`src/rtl/two_list_sorted_merge_assert.svh`:
```
// Assertion macros for the merge block's top-level RTL file.
`ifndef TWO_LIST_SORTED_MERGE_ASSERT_SVH
`define TWO_LIST_SORTED_MERGE_ASSERT_SVH

// Antecedent in one cycle implies consequent in the next, off while reset.
`define TLSM_ASSERT_NEXT(lbl, clk, rst, ante, cons) \
   lbl: assert property (@(posedge clk) disable iff (rst) (ante) |=> (cons)) \
      else $error("assertion failed");

// Consequent holds in the cycle after reset is applied.
`define TLSM_ASSERT_AFTER_RESET(lbl, clk, rst, cons) \
   lbl: assert property (@(posedge clk) (rst) |=> (cons)) \
      else $error("assertion failed");

`endif

```
`src/rtl/tlsm_pkg.sv`:
```
// Types and constants shared by the merge block's modules.
`default_nettype none
package tlsm_pkg;

   localparam int WORD_W          = 32;
   localparam int CMD_W           = 2;
   localparam int LIST_DEPTH_DEF  = 32;
   localparam int QUEUE_DEPTH     = 4;
   localparam int QUEUE_PTR_W     = $clog2(QUEUE_DEPTH);

   // command codes on the request port
   localparam logic [CMD_W-1:0] CMD_LOAD_FIRST  = 2'd0;
   localparam logic [CMD_W-1:0] CMD_LOAD_SECOND = 2'd1;
   localparam logic [CMD_W-1:0] CMD_MERGE       = 2'd2;

   // classified operation passed from front to back
   typedef enum logic [1:0] {
      OP_LOAD_FIRST  = 2'd0,
      OP_LOAD_SECOND = 2'd1,
      OP_MERGE       = 2'd2
   } op_type;

   typedef struct packed {
      op_type                   op;
      logic signed [WORD_W-1:0] value;
   } q_item_type;

endpackage
`default_nettype wire

```
`src/rtl/tlsm_front.sv`:
```
// Front end: accepts request items, classifies them and queues them for the back end.
`default_nettype none
module tlsm_front (
   input  wire logic                              clock,
   input  wire logic                              reset,
   input  wire logic                              req_push,
   output logic                                   req_full,
   input  wire logic [tlsm_pkg::CMD_W-1:0]        req_command,
   input  wire logic signed [tlsm_pkg::WORD_W-1:0] req_value,
   output logic                                   q_valid,
   input  wire logic                              q_take,
   output tlsm_pkg::q_item_type                   q_item
);
   import tlsm_pkg::*;

   q_item_type                q_mem_ff [QUEUE_DEPTH];
   logic [QUEUE_PTR_W-1:0]    wr_ptr_ff, wr_ptr_in;
   logic [QUEUE_PTR_W-1:0]    rd_ptr_ff, rd_ptr_in;
   logic [QUEUE_PTR_W:0]      fill_ff, fill_in;
   logic                      cmd_known;
   op_type                    cmd_op;
   logic                      do_push;
   logic                      do_take;

   // classify the command; unused codes are dropped here
   always_comb begin
      cmd_known = 1'b1;
      cmd_op    = OP_MERGE;
      case (req_command)
         CMD_LOAD_FIRST:  cmd_op = OP_LOAD_FIRST;
         CMD_LOAD_SECOND: cmd_op = OP_LOAD_SECOND;
         CMD_MERGE:       cmd_op = OP_MERGE;
         default:         cmd_known = 1'b0;
      endcase
   end

   assign req_full = (fill_ff == (QUEUE_PTR_W+1)'(QUEUE_DEPTH));
   assign q_valid  = (fill_ff != '0);
   assign q_item   = q_mem_ff[rd_ptr_ff];
   assign do_push  = req_push && !req_full && cmd_known;
   assign do_take  = q_take && q_valid;

   // queue pointers and fill level
   always_comb begin
      wr_ptr_in = do_push ? wr_ptr_ff + 1'b1 : wr_ptr_ff;
      rd_ptr_in = do_take ? rd_ptr_ff + 1'b1 : rd_ptr_ff;
      fill_in   = fill_ff;
      if (do_push && !do_take) begin
         fill_in = fill_ff + 1'b1;
      end else if (!do_push && do_take) begin
         fill_in = fill_ff - 1'b1;
      end
   end

   always_ff @(posedge clock) begin
      if (reset) begin
         wr_ptr_ff <= '0;
         rd_ptr_ff <= '0;
         fill_ff   <= '0;
      end else begin
         wr_ptr_ff <= wr_ptr_in;
         rd_ptr_ff <= rd_ptr_in;
         fill_ff   <= fill_in;
      end
   end

   // queue storage
   always_ff @(posedge clock) begin
      if (do_push) begin
         q_mem_ff[wr_ptr_ff] <= '{op: cmd_op, value: req_value};
      end
   end

endmodule
`default_nettype wire

```
`src/rtl/tlsm_back.sv`:
```
// Back end: list memories, merge sequencer and result register.
`default_nettype none
module tlsm_back #(
   parameter int LIST_DEPTH = tlsm_pkg::LIST_DEPTH_DEF
) (
   input  wire logic                               clock,
   input  wire logic                               reset,
   input  wire logic                               q_valid,
   output logic                                    q_take,
   input  wire tlsm_pkg::q_item_type               q_item,
   output logic                                    rsp_empty,
   input  wire logic                               rsp_pop,
   output logic signed [tlsm_pkg::WORD_W-1:0]      rsp_value_res,
   output logic                                    rsp_last
);
   import tlsm_pkg::*;

   localparam int IDX_W = (LIST_DEPTH > 1) ? $clog2(LIST_DEPTH) : 1;
   localparam int CNT_W = $clog2(LIST_DEPTH + 1);
   localparam int REM_W = $clog2(2 * LIST_DEPTH + 1);

   typedef enum logic [1:0] {
      ST_IDLE = 2'b01,
      ST_RUN  = 2'b10
   } state_type;

   state_type                 state_ff, state_in;
   logic [CNT_W-1:0]          cnt_a_ff, cnt_a_in, cnt_b_ff, cnt_b_in;
   logic [CNT_W-1:0]          ptr_a_ff, ptr_a_in, ptr_b_ff, ptr_b_in;
   logic [REM_W-1:0]          rem_ff, rem_in;
   logic                      out_valid_ff, out_valid_in;
   logic signed [WORD_W-1:0]  out_value_ff, out_value_in;
   logic                      out_last_ff, out_last_in;
   logic signed [WORD_W-1:0]  head_a_ff, head_b_ff;
   logic signed [WORD_W-1:0]  mem_a [LIST_DEPTH];
   logic signed [WORD_W-1:0]  mem_b [LIST_DEPTH];
   logic                      wr_a, wr_b;
   logic                      out_free, a_done, b_done, pick_a;

   assign out_free = !out_valid_ff || rsp_pop;
   assign a_done   = (ptr_a_ff >= cnt_a_ff);
   assign b_done   = (ptr_b_ff >= cnt_b_ff);
   // second list wins on equal heads
   assign pick_a   = !a_done && (b_done || (head_a_ff < head_b_ff));

   // sequencer
   always_comb begin
      state_in     = state_ff;
      cnt_a_in     = cnt_a_ff;
      cnt_b_in     = cnt_b_ff;
      ptr_a_in     = ptr_a_ff;
      ptr_b_in     = ptr_b_ff;
      rem_in       = rem_ff;
      out_valid_in = out_valid_ff && !rsp_pop;
      out_value_in = out_value_ff;
      out_last_in  = out_last_ff;
      q_take       = 1'b0;
      wr_a         = 1'b0;
      wr_b         = 1'b0;
      case (state_ff)
         ST_IDLE: begin
            if (q_valid) begin
               q_take = 1'b1;
               case (q_item.op)
                  OP_LOAD_FIRST: begin
                     if (cnt_a_ff < CNT_W'(LIST_DEPTH)) begin
                        wr_a     = 1'b1;
                        cnt_a_in = cnt_a_ff + 1'b1;
                     end
                  end
                  OP_LOAD_SECOND: begin
                     if (cnt_b_ff < CNT_W'(LIST_DEPTH)) begin
                        wr_b     = 1'b1;
                        cnt_b_in = cnt_b_ff + 1'b1;
                     end
                  end
                  OP_MERGE: begin
                     rem_in = REM_W'(cnt_a_ff) + REM_W'(cnt_b_ff);
                     if (rem_in != '0) begin
                        state_in = ST_RUN;
                     end
                  end
                  default: begin
                  end
               endcase
            end
         end
         ST_RUN: begin
            // one word out per cycle while the result register is free
            if (out_free) begin
               out_valid_in = 1'b1;
               out_value_in = pick_a ? head_a_ff : head_b_ff;
               out_last_in  = (rem_ff == REM_W'(1));
               rem_in       = rem_ff - 1'b1;
               if (pick_a) begin
                  ptr_a_in = ptr_a_ff + 1'b1;
               end else begin
                  ptr_b_in = ptr_b_ff + 1'b1;
               end
               if (rem_ff == REM_W'(1)) begin
                  state_in = ST_IDLE;
                  cnt_a_in = '0;
                  cnt_b_in = '0;
                  ptr_a_in = '0;
                  ptr_b_in = '0;
               end
            end
         end
         default: begin
            state_in = ST_IDLE;
         end
      endcase
   end

   always_ff @(posedge clock) begin
      if (reset) begin
         state_ff     <= ST_IDLE;
         cnt_a_ff     <= '0;
         cnt_b_ff     <= '0;
         ptr_a_ff     <= '0;
         ptr_b_ff     <= '0;
         rem_ff       <= '0;
         out_valid_ff <= 1'b0;
      end else begin
         state_ff     <= state_in;
         cnt_a_ff     <= cnt_a_in;
         cnt_b_ff     <= cnt_b_in;
         ptr_a_ff     <= ptr_a_in;
         ptr_b_ff     <= ptr_b_in;
         rem_ff       <= rem_in;
         out_valid_ff <= out_valid_in;
      end
   end

   // result payload
   always_ff @(posedge clock) begin
      out_value_ff <= out_value_in;
      out_last_ff  <= out_last_in;
   end

   // list memories: one write, one registered read each; read follows next pointer
   always_ff @(posedge clock) begin
      if (wr_a) begin
         mem_a[cnt_a_ff[IDX_W-1:0]] <= q_item.value;
      end
      head_a_ff <= mem_a[ptr_a_in[IDX_W-1:0]];
   end

   always_ff @(posedge clock) begin
      if (wr_b) begin
         mem_b[cnt_b_ff[IDX_W-1:0]] <= q_item.value;
      end
      head_b_ff <= mem_b[ptr_b_in[IDX_W-1:0]];
   end

   assign rsp_empty     = !out_valid_ff;
   assign rsp_value_res = out_value_ff;
   assign rsp_last      = out_last_ff;

endmodule
`default_nettype wire

```
`src/rtl/two_list_sorted_merge.sv`:
```
// Top level: two-way merge of two sorted lists of signed words.
// The back end takes queued items only while idle; the front queue holds up to four items.
// A merge of N stored words gives N results, one per cycle while the result register is
// free; the pace is held back only when a held result is not popped.
// Reset empties the queue, both lists and the result register; list contents stay as they are.
`default_nettype none
`include "two_list_sorted_merge_assert.svh"
module two_list_sorted_merge #(
   parameter int LIST_DEPTH = tlsm_pkg::LIST_DEPTH_DEF
) (
   input  wire logic                               clock,
   input  wire logic                               reset,
   input  wire logic                               req_push,
   output logic                                    req_full,
   input  wire logic [tlsm_pkg::CMD_W-1:0]         req_command,
   input  wire logic signed [tlsm_pkg::WORD_W-1:0] req_value,
   output logic                                    rsp_empty,
   input  wire logic                               rsp_pop,
   output logic signed [tlsm_pkg::WORD_W-1:0]      rsp_value_res,
   output logic                                    rsp_last
);
   import tlsm_pkg::*;

   logic       q_valid;
   logic       q_take;
   q_item_type q_item;

   tlsm_front u_front (
      .clock       (clock),
      .reset       (reset),
      .req_push    (req_push),
      .req_full    (req_full),
      .req_command (req_command),
      .req_value   (req_value),
      .q_valid     (q_valid),
      .q_take      (q_take),
      .q_item      (q_item)
   );

   tlsm_back #(
      .LIST_DEPTH (LIST_DEPTH)
   ) u_back (
      .clock         (clock),
      .reset         (reset),
      .q_valid       (q_valid),
      .q_take        (q_take),
      .q_item        (q_item),
      .rsp_empty     (rsp_empty),
      .rsp_pop       (rsp_pop),
      .rsp_value_res (rsp_value_res),
      .rsp_last      (rsp_last)
   );

   // a merge run streams without gaps until its last word
   `TLSM_ASSERT_NEXT(a_run_no_gap, clock, reset, rsp_pop && !rsp_empty && !rsp_last, !rsp_empty)
   // nothing follows the last word in the next cycle
   `TLSM_ASSERT_NEXT(a_last_ends_run, clock, reset, rsp_pop && !rsp_empty && rsp_last, rsp_empty)
   // reset leaves the result side empty and the input queue open
   `TLSM_ASSERT_AFTER_RESET(a_reset_clean, clock, reset, rsp_empty && !req_full)

endmodule
`default_nettype wire
```
`config.mk`:
```
export PLATFORM = sky130hd
export DESIGN_NAME = two_list_sorted_merge
export DESIGN_NICKNAME = d
export VERILOG_FILES = /design/src/rtl/tlsm_pkg.sv /design/src/rtl/tlsm_front.sv /design/src/rtl/tlsm_back.sv /design/src/rtl/two_list_sorted_merge.sv
export VERILOG_INCLUDE_DIRS = /design/src /design/src/rtl
export SDC_FILE = /design/constraint.sdc
export NUM_CORES = 2
export LEC_CHECK = 0
export BUFFER_PORTS_ARGS = -buffer_cell sky130_fd_sc_hd__buf_2
export CAP_MARGIN = 20
export CORE_ASPECT_RATIO = 1.25
export CORE_MARGIN = 4
export CORE_UTILIZATION = 45
export DETAILED_ROUTE_END_ITERATION = 16
export PLACE_DENSITY = 0.71
export SYNTH_ARGS = -nofsm -noshare
export SYNTH_HDL_FRONTEND = slang
export SYNTH_SLANG_ARGS = --single-unit
```
`constraint.sdc`:
```
create_clock -name clock -period 4 [get_ports clock]
set_input_delay 0.4 -clock clock [delete_from_list [all_inputs] [get_ports clock]]
set_output_delay 0.4 -clock clock [all_outputs]
set_load 0.1 [all_outputs]
```
# == Word level (Yosys, flattened, before mapping) ==
# Memories as Yosys holds them, arrays and structs flattened. A register that Yosys moved wholly into a read port is not among the register bits.
# Index checks and enable logic that the tools add are counted.
# totals
register_bits,74
latchBits,0
ram_bits,2184
rom_bits,0
input_bits,38
out_inout_bits,35
mem_count,3
# memory_table
memory,words,word_bits,read_ports,rd_clocked_by_memory_dff,write_ports,line,rtl
u_back.mem_a,32,32,1,1,1,tlsm_back.sv:35,logic signed [WORD_W-1:0] mem_a [LIST_DEPTH];
u_back.mem_b,32,32,1,1,1,tlsm_back.sv:36,logic signed [WORD_W-1:0] mem_b [LIST_DEPTH];
u_front.q_mem_ff,4,34,1,1,1,tlsm_front.sv:16,q_item_type q_mem_ff [QUEUE_DEPTH];
# op_classes
n_addsub,10
multipliers,0
div_mod_pow,0
order_cmp,5
n_eq_ne,18
shift,0
n_mux,53
n_bitwise,0
n_reduce_logical,30
# op_table
cell,n
6-bit 2-to-1 mux,12
32-bit less-than comparator,1
32-bit 2-to-1 mux,1
"6-bit by 1-bit adder with 6-bit output, second input constant",4
6-bit one-hot mux with 2 select lines,2
7-bit 2-to-1 mux,3
5-bit 2-to-1 mux,4
1-bit 2-to-1 mux,19
2-bit 2-to-1 mux,7
7-bit one-hot mux with 2 select lines,1
6-bit >= comparator,2
"6-bit less-than comparator, second input constant",2
6-bit AND reduction,2
"2-bit by 1-bit inequality test with 1-bit output, second input constant",5
"2-bit inequality test, second input constant",5
2-bit one-hot mux with 2 select lines,2
6-bit by 6-bit adder with 7-bit output,1
"7-bit by 1-bit equality test with 1-bit output, second input constant",1
1-bit logical AND,7
7-bit nonzero test,1
"7-bit by 1-bit subtractor with 7-bit output, second input constant",1
"2-bit by 1-bit equality test with 1-bit output, second input constant",3
"2-bit equality test, second input constant",3
1-bit zero test,6
other kinds (14),21

# == Depth between registers and ports, before layout ==
# logic_depth
word_depth,8
depth_mapped,17
ltp_nobuf,13

# == Modules after synthesis ==
# A second synthesis with hierarchy kept.
# hier_totals
cells_unflattened,6129
hier_area_um2,90928.5
# by_module_without_submodules
mod,n_inst,cells_each,area_each_um2,seq_area_each_um2
tlsm_back,1,5901,85510.8,64451.8
tlsm_front,1,228,5417.7,4264.1

# == Least setup slack after synthesis ==
# Ideal clock, no wire load.
# synth_path
path_kind,register to register
start,register u_front.fill_ff[0]
end,register u_front.fill_ff[2]
setup_ns,0.071
t_arrival_ns,4.211
slack_ns,-0.282
stages_incl_launch_ff,9
path_buffers,0
synth_period_minus_slack_ns,4.282
path_cell_list,dfxtp_1 -> nor3b_1 -> nor2_1 -> ha_1 -> inv_1 -> fa_1 -> xor2_1 -> or3_1 -> a21oi_1
# synth_via
elab_chain_len,7
# synth_lines
item,line,rtl
"start, declared",tlsm_front.sv:19,"logic [QUEUE_PTR_W:0] fill_ff, fill_in;"
"start signal, assigned",tlsm_front.sv:63,fill_ff <= fill_in;
3-bit equality test *,tlsm_front.sv:37,assign req_full = (fill_ff == (QUEUE_PTR_W+1)'(QUEUE_DEPTH));
via req_full,two_list_sorted_merge.sv:14,"output logic req_full,"
1-bit zero test *,tlsm_front.sv:40,assign do_push = req_push && !req_full && cmd_known;
1-bit logical AND * (2 in a row),tlsm_front.sv:40,
via u_front.do_push,tlsm_front.sv:22,logic do_push;
1-bit zero test,tlsm_front.sv:50,end else if (!do_push && do_take) begin
1-bit logical AND,tlsm_front.sv:50,
2-bit nonzero test (no source line),-,
# The timed path passes the listed nets; every way through them passes the cells marked *. The select of a mux whose other input is x is not followed.
# A chain may end at the register's enable or synchronous reset.

# == Worst setup path in the final report ==
# layout_path
start,"register u_back.head_b_ff[23], read port of u_back.mem_b"
end,"register u_back.head_b_ff[31], read port of u_back.mem_b"
# layout_via
elab_chain_len,7
# layout_lines
item,line,rtl
"start, declared",tlsm_back.sv:34,"logic signed [WORD_W-1:0] head_a_ff, head_b_ff;"
32-bit less-than comparator,tlsm_back.sv:44,assign pick_a = !a_done && (b_done || (head_a_ff < head_b_ff));
1-bit logical OR,tlsm_back.sv:44,
1-bit logical AND,tlsm_back.sv:44,
6-bit 2-to-1 mux,tlsm_back.sv:95,if (pick_a) begin
6-bit 2-to-1 mux,tlsm_back.sv:100,if (rem_ff == REM_W'(1)) begin
5-bit 2-to-1 mux,tlsm_back.sv:90,if (out_free) begin
5-bit 2-to-1 mux,tlsm_back.sv:60,case (state_ff)
# No other way between the ends. The select of a mux whose other input is x is not followed.

==> flow_metrics.py <==
metrics = {
    "outcome": {
        "outcome": "complete, but fails checks",
        "violations": "setup timing",
    },
    "worst_hold_path": {
        "min-delay-path-class": "in2reg",
    },
    "global_routing": {
        "overflow": 0,
        "antenna_found_initial": 22,
        "grt_busiest_layer": "met2",
        "met2_usage": 0.413,
        "grt_pass1_wl_um": 366000,
        "use_met1": 0.313,
        "track_usage": 0.244,
        "grt_pass1_vias": 51005,
        "use_met3": 0.0456,
        "grt_max_degree": 65,
    },
    "finish": {
        "multi_input_area_um2": 22700,
        "drive_gt1_frac": 0.387,
        "ff_latch_area_um2": 68800,
        "nFillCells": 14095,
        "area_delta_synth_final_pct": 24.7,
        "nNetsFinal": 5491,
    },
    "route": {
        "drc": 0,
        "detail_route.wl_per_cell_um": 32.0,
        "vias": 51065,
        "drt-total-wl_um": 262000,
        "drt-pass1-iter-count": 8,
        "drtIter0Drc": 6928,
        "viasPerCell": 6.25,
        "ant_nets": 0,
    },
    "sta": {
        "tns_ns": -13.60,
        "hold_ws_ns": 0.0912,
        "rsz0062_at_grt": "yes",
        "timing.final.crit_share": 1.11,
        "setup_viol": 63,
        "layout_setup_ws_ns": -0.427,
        "clock.fmax_mhz": 226,
        "relSlewSlack": 0.217,
        "hold_violations": 0,
        "skew_ns": 0.0308,
        "worstMarginPinSlew_ns": 1.17,
        "period_needed_ns": 4.43,
        "slew_viol_final": 0,
    },
    "floorplan": {
        "start_util": 0.452,
        "core_area_um2": 199000,
        "die_w_um": 408,
        "io_pins": 73,
        "die_height_um": 508,
        "rows": 183,
        "die-area_um2": 207000,
    },
    "synth": {
        "synth_ff_type": "edfxtp_1",
        "synth.area.top_cells": "edfxtp_1 (74%), mux4_2 (7.3%), dfxtp_1 (2.4%)",
        "netlist_area_um2": 89900,
        "seq_area_frac_synth": 0.765,
        "async_flop_share": 0,
        "synth-seq-cells": 2324,
        "synth_most_common_cell": "edfxtp_1",
        "synth_top_cell_area_share": 0.741,
        "postSynthCellCount": 4567,
        "netlist_top_cells_count": "edfxtp_1 (2,217), nand2_1 (300), mux4_2 (290)",
        "ys_types": 65,
        "synth_warnings": 0,
        "synth_fp_nets": 4673,
        "synth_top_cell_by_area": "edfxtp_1",
        "postSynthAreaPerCell_um2": 19.7,
        "synth_edf_count": 2217,
    },
    "critical_path": {
        "max_stage_delay_ns": 0.51,
        "cp_max_fo": 9,
        "crit_type": "reg2reg",
        "startpoint_type": "register",
        "worstPathCellList": "inv_1 -> ha_4 -> a21oi_2 -> a311oi_4 -> a2111oi_4 -> nand3_1 -> a22oi_2 -> buf_12 -> o21a_4 -> nand3_4 -> nand3_4 -> buf_12 -> buf_16 -> mux4_2 -> a22oi_1 -> nand4_1",
        "cp.required_ns": 4.55,
        "cp-end-kind": "register",
        "crit_slowest_cell": "mux4_2",
        "worst-endpoint-arrival_ns": 4.97,
    },
    "clock_network": {
        "root_buffer": "clkbuf_16",
        "clk_transition_reported_paths_ns": 0.06,
        "cts_sinks": 2324,
        "cts_tree": "done",
        "clockBufferDepth": 3,
        "clock_latency_ns": 0.86,
        "htree_levels": 4,
        "cts-buffers-inserted": 220,
    },
    "pwr": {
        "vdd_ir_drop_max_mv": 0.594,
        "power.leakage_nw": 36.3,
        "power_density_nw_per_um2": 535,
    },
    "placement": {
        "port_buffers": 72,
        "hpwl_um": 145000,
        "place.gp.congestion": 0.838,
    },
    "run": {
        "cap_viol_max_count": 0,
    },
}
## final cells by class
type,instances,area share
sequential,2324,0.614
multi-input combinational,1934,0.203
timing repair buffer,844,0.0870
clock buffer,298,0.0538
tap,2590,0.0289
clock inverter,117,0.0112
inverter,61,0.00206
antenna,6,0.000134
## flip-flops by register name (all words and copies together), names as in the netlist, named ones only
register,flops
u_back.cnt_a_ff,6
u_back.cnt_b_ff,6
u_back.head_a_ff,32
u_back.head_b_ff,32
u_back.mem_a,1024
u_back.mem_b,1024
u_back.out_valid_ff,1
u_back.ptr_a_ff,6
u_back.ptr_b_ff,6
u_back.rem_ff,7
u_back.rsp_last,1
u_back.rsp_value_res,32
u_back.state_ff,2
u_front.fill_ff,3
u_front.q_mem_ff,136
u_front.rd_ptr_ff,2
u_front.wr_ptr_ff,2
## worst max-delay path, delay by kind of cell, from the launching register on
| family | cells | cell delay [ns] |
|---|---|---|
| AO/OA/AOI/OAI | 6 | 1.54 |
| adder cells (fa/ha/maj) | 1 | 0.26 |
| buffers and inverters | 4 | 0.57 |
| flip-flops | 1 | 0.34 |
| multiplexers | 1 | 0.51 |
| AND/OR/NAND/NOR | 4 | 0.89 |
## power breakdown
group          internal (W)  leakage [nW]  switching [W]
clock network        0.0121          3.57        0.00905
registers            0.0302          20.8       0.000523
logic               0.00235          11.9        0.00571
total                0.0446          36.3         0.0153
## routing by layer
layer  up-vias  wire length [µm]
met5         -                78
met4        12             13900
met3       703             26200
met2      3383            129000
met1     26437             92900
li1      20530                 -
## placed cells by master (no fill, tap or decap), types with 22 or more instances in the layout
master,synthesis,final
clkinv_2,1,43
nand2_1,300,299
o221ai_1,128,22
nand4_1,44,44
a22oi_2,0,96
dlygate4sd3_1,0,33
ha_1,66,56
clkbuf_16,0,235
clkbuf_1,143,59
edfxtp_1,2217,2217
a32o_1,129,101
a22oi_1,133,37
bufinv_16,0,23
mux4_2,290,290
inv_1,57,53
buf_4,0,430
o221ai_2,0,90
a32o_2,0,28
mux2_4,109,180
mux2i_1,132,111
buf_2,56,72
clkinv_1,2,35
o22ai_2,0,25
buf_12,0,148
buf_8,0,26
dfxtp_1,107,81
nor2_1,119,55
buf_6,27,77
mux2_2,125,109
buf_16,0,37
nand3_1,29,26
o22ai_1,64,33
nor2_4,0,64
a21oi_1,29,25
mux2_1,85,30
## cell families after synthesis
| group | Yosys count | synth area share |
|---|---|---|
| xor gates and xnor gates | 19 | 0.00185 |
| adders and majority gates | 68 | 0.00963 |
| buffers and inverters | 312 | 0.0161 |
| AOI/OAI and AO/OA | 558 | 0.0499 |
| DFF | 2324 | 0.765 |
| and+or+nand+nor | 545 | 0.0259 |
| muxes | 741 | 0.132 |
## through the flow
step,util,total power [W],cell area (µm²),instances,worst slack (ns)
2_1_floorplan,-,0.0343,89900,4567,0.215
3_3_place_gp,0.496,0.0379,98500,7517,-1.50
3_5_place_dp,0.496,0.0382,98500,7518,-1.57
4_1_cts,0.553,0.0595,110000,8092,-0.382
5_1_grt,0.564,0.0616,112000,8171,-0.423
6_report,0.564,0.0599,112000,8174,-0.427
## worst paths after layout
check                                     startpoint              endpoint  slack (ns)  cells past startpoint
worst max-delay path            u_back.head_b_ff[23]  u_back.head_b_ff[31]       -0.43                     16
worst min-delay path                           reset    u_back.cnt_a_ff[1]        0.09                      2
worst max register to register  u_back.head_b_ff[23]  u_back.head_b_ff[31]       -0.43                     16
worst min register to register    u_back.ptr_a_ff[5]    u_back.ptr_a_ff[5]        0.50                      2
## what timing repair did
action,4_1_cts,5_1_grt
setup endpoints to repair,99,64
hold endpoints to repair,132,0
cloned,42,12
resized for setup,401,315
setup buffers,88,74
hold buffers,33,0
pin swaps,128,160
No activity file was read; power rests on OpenSTA's default activity.
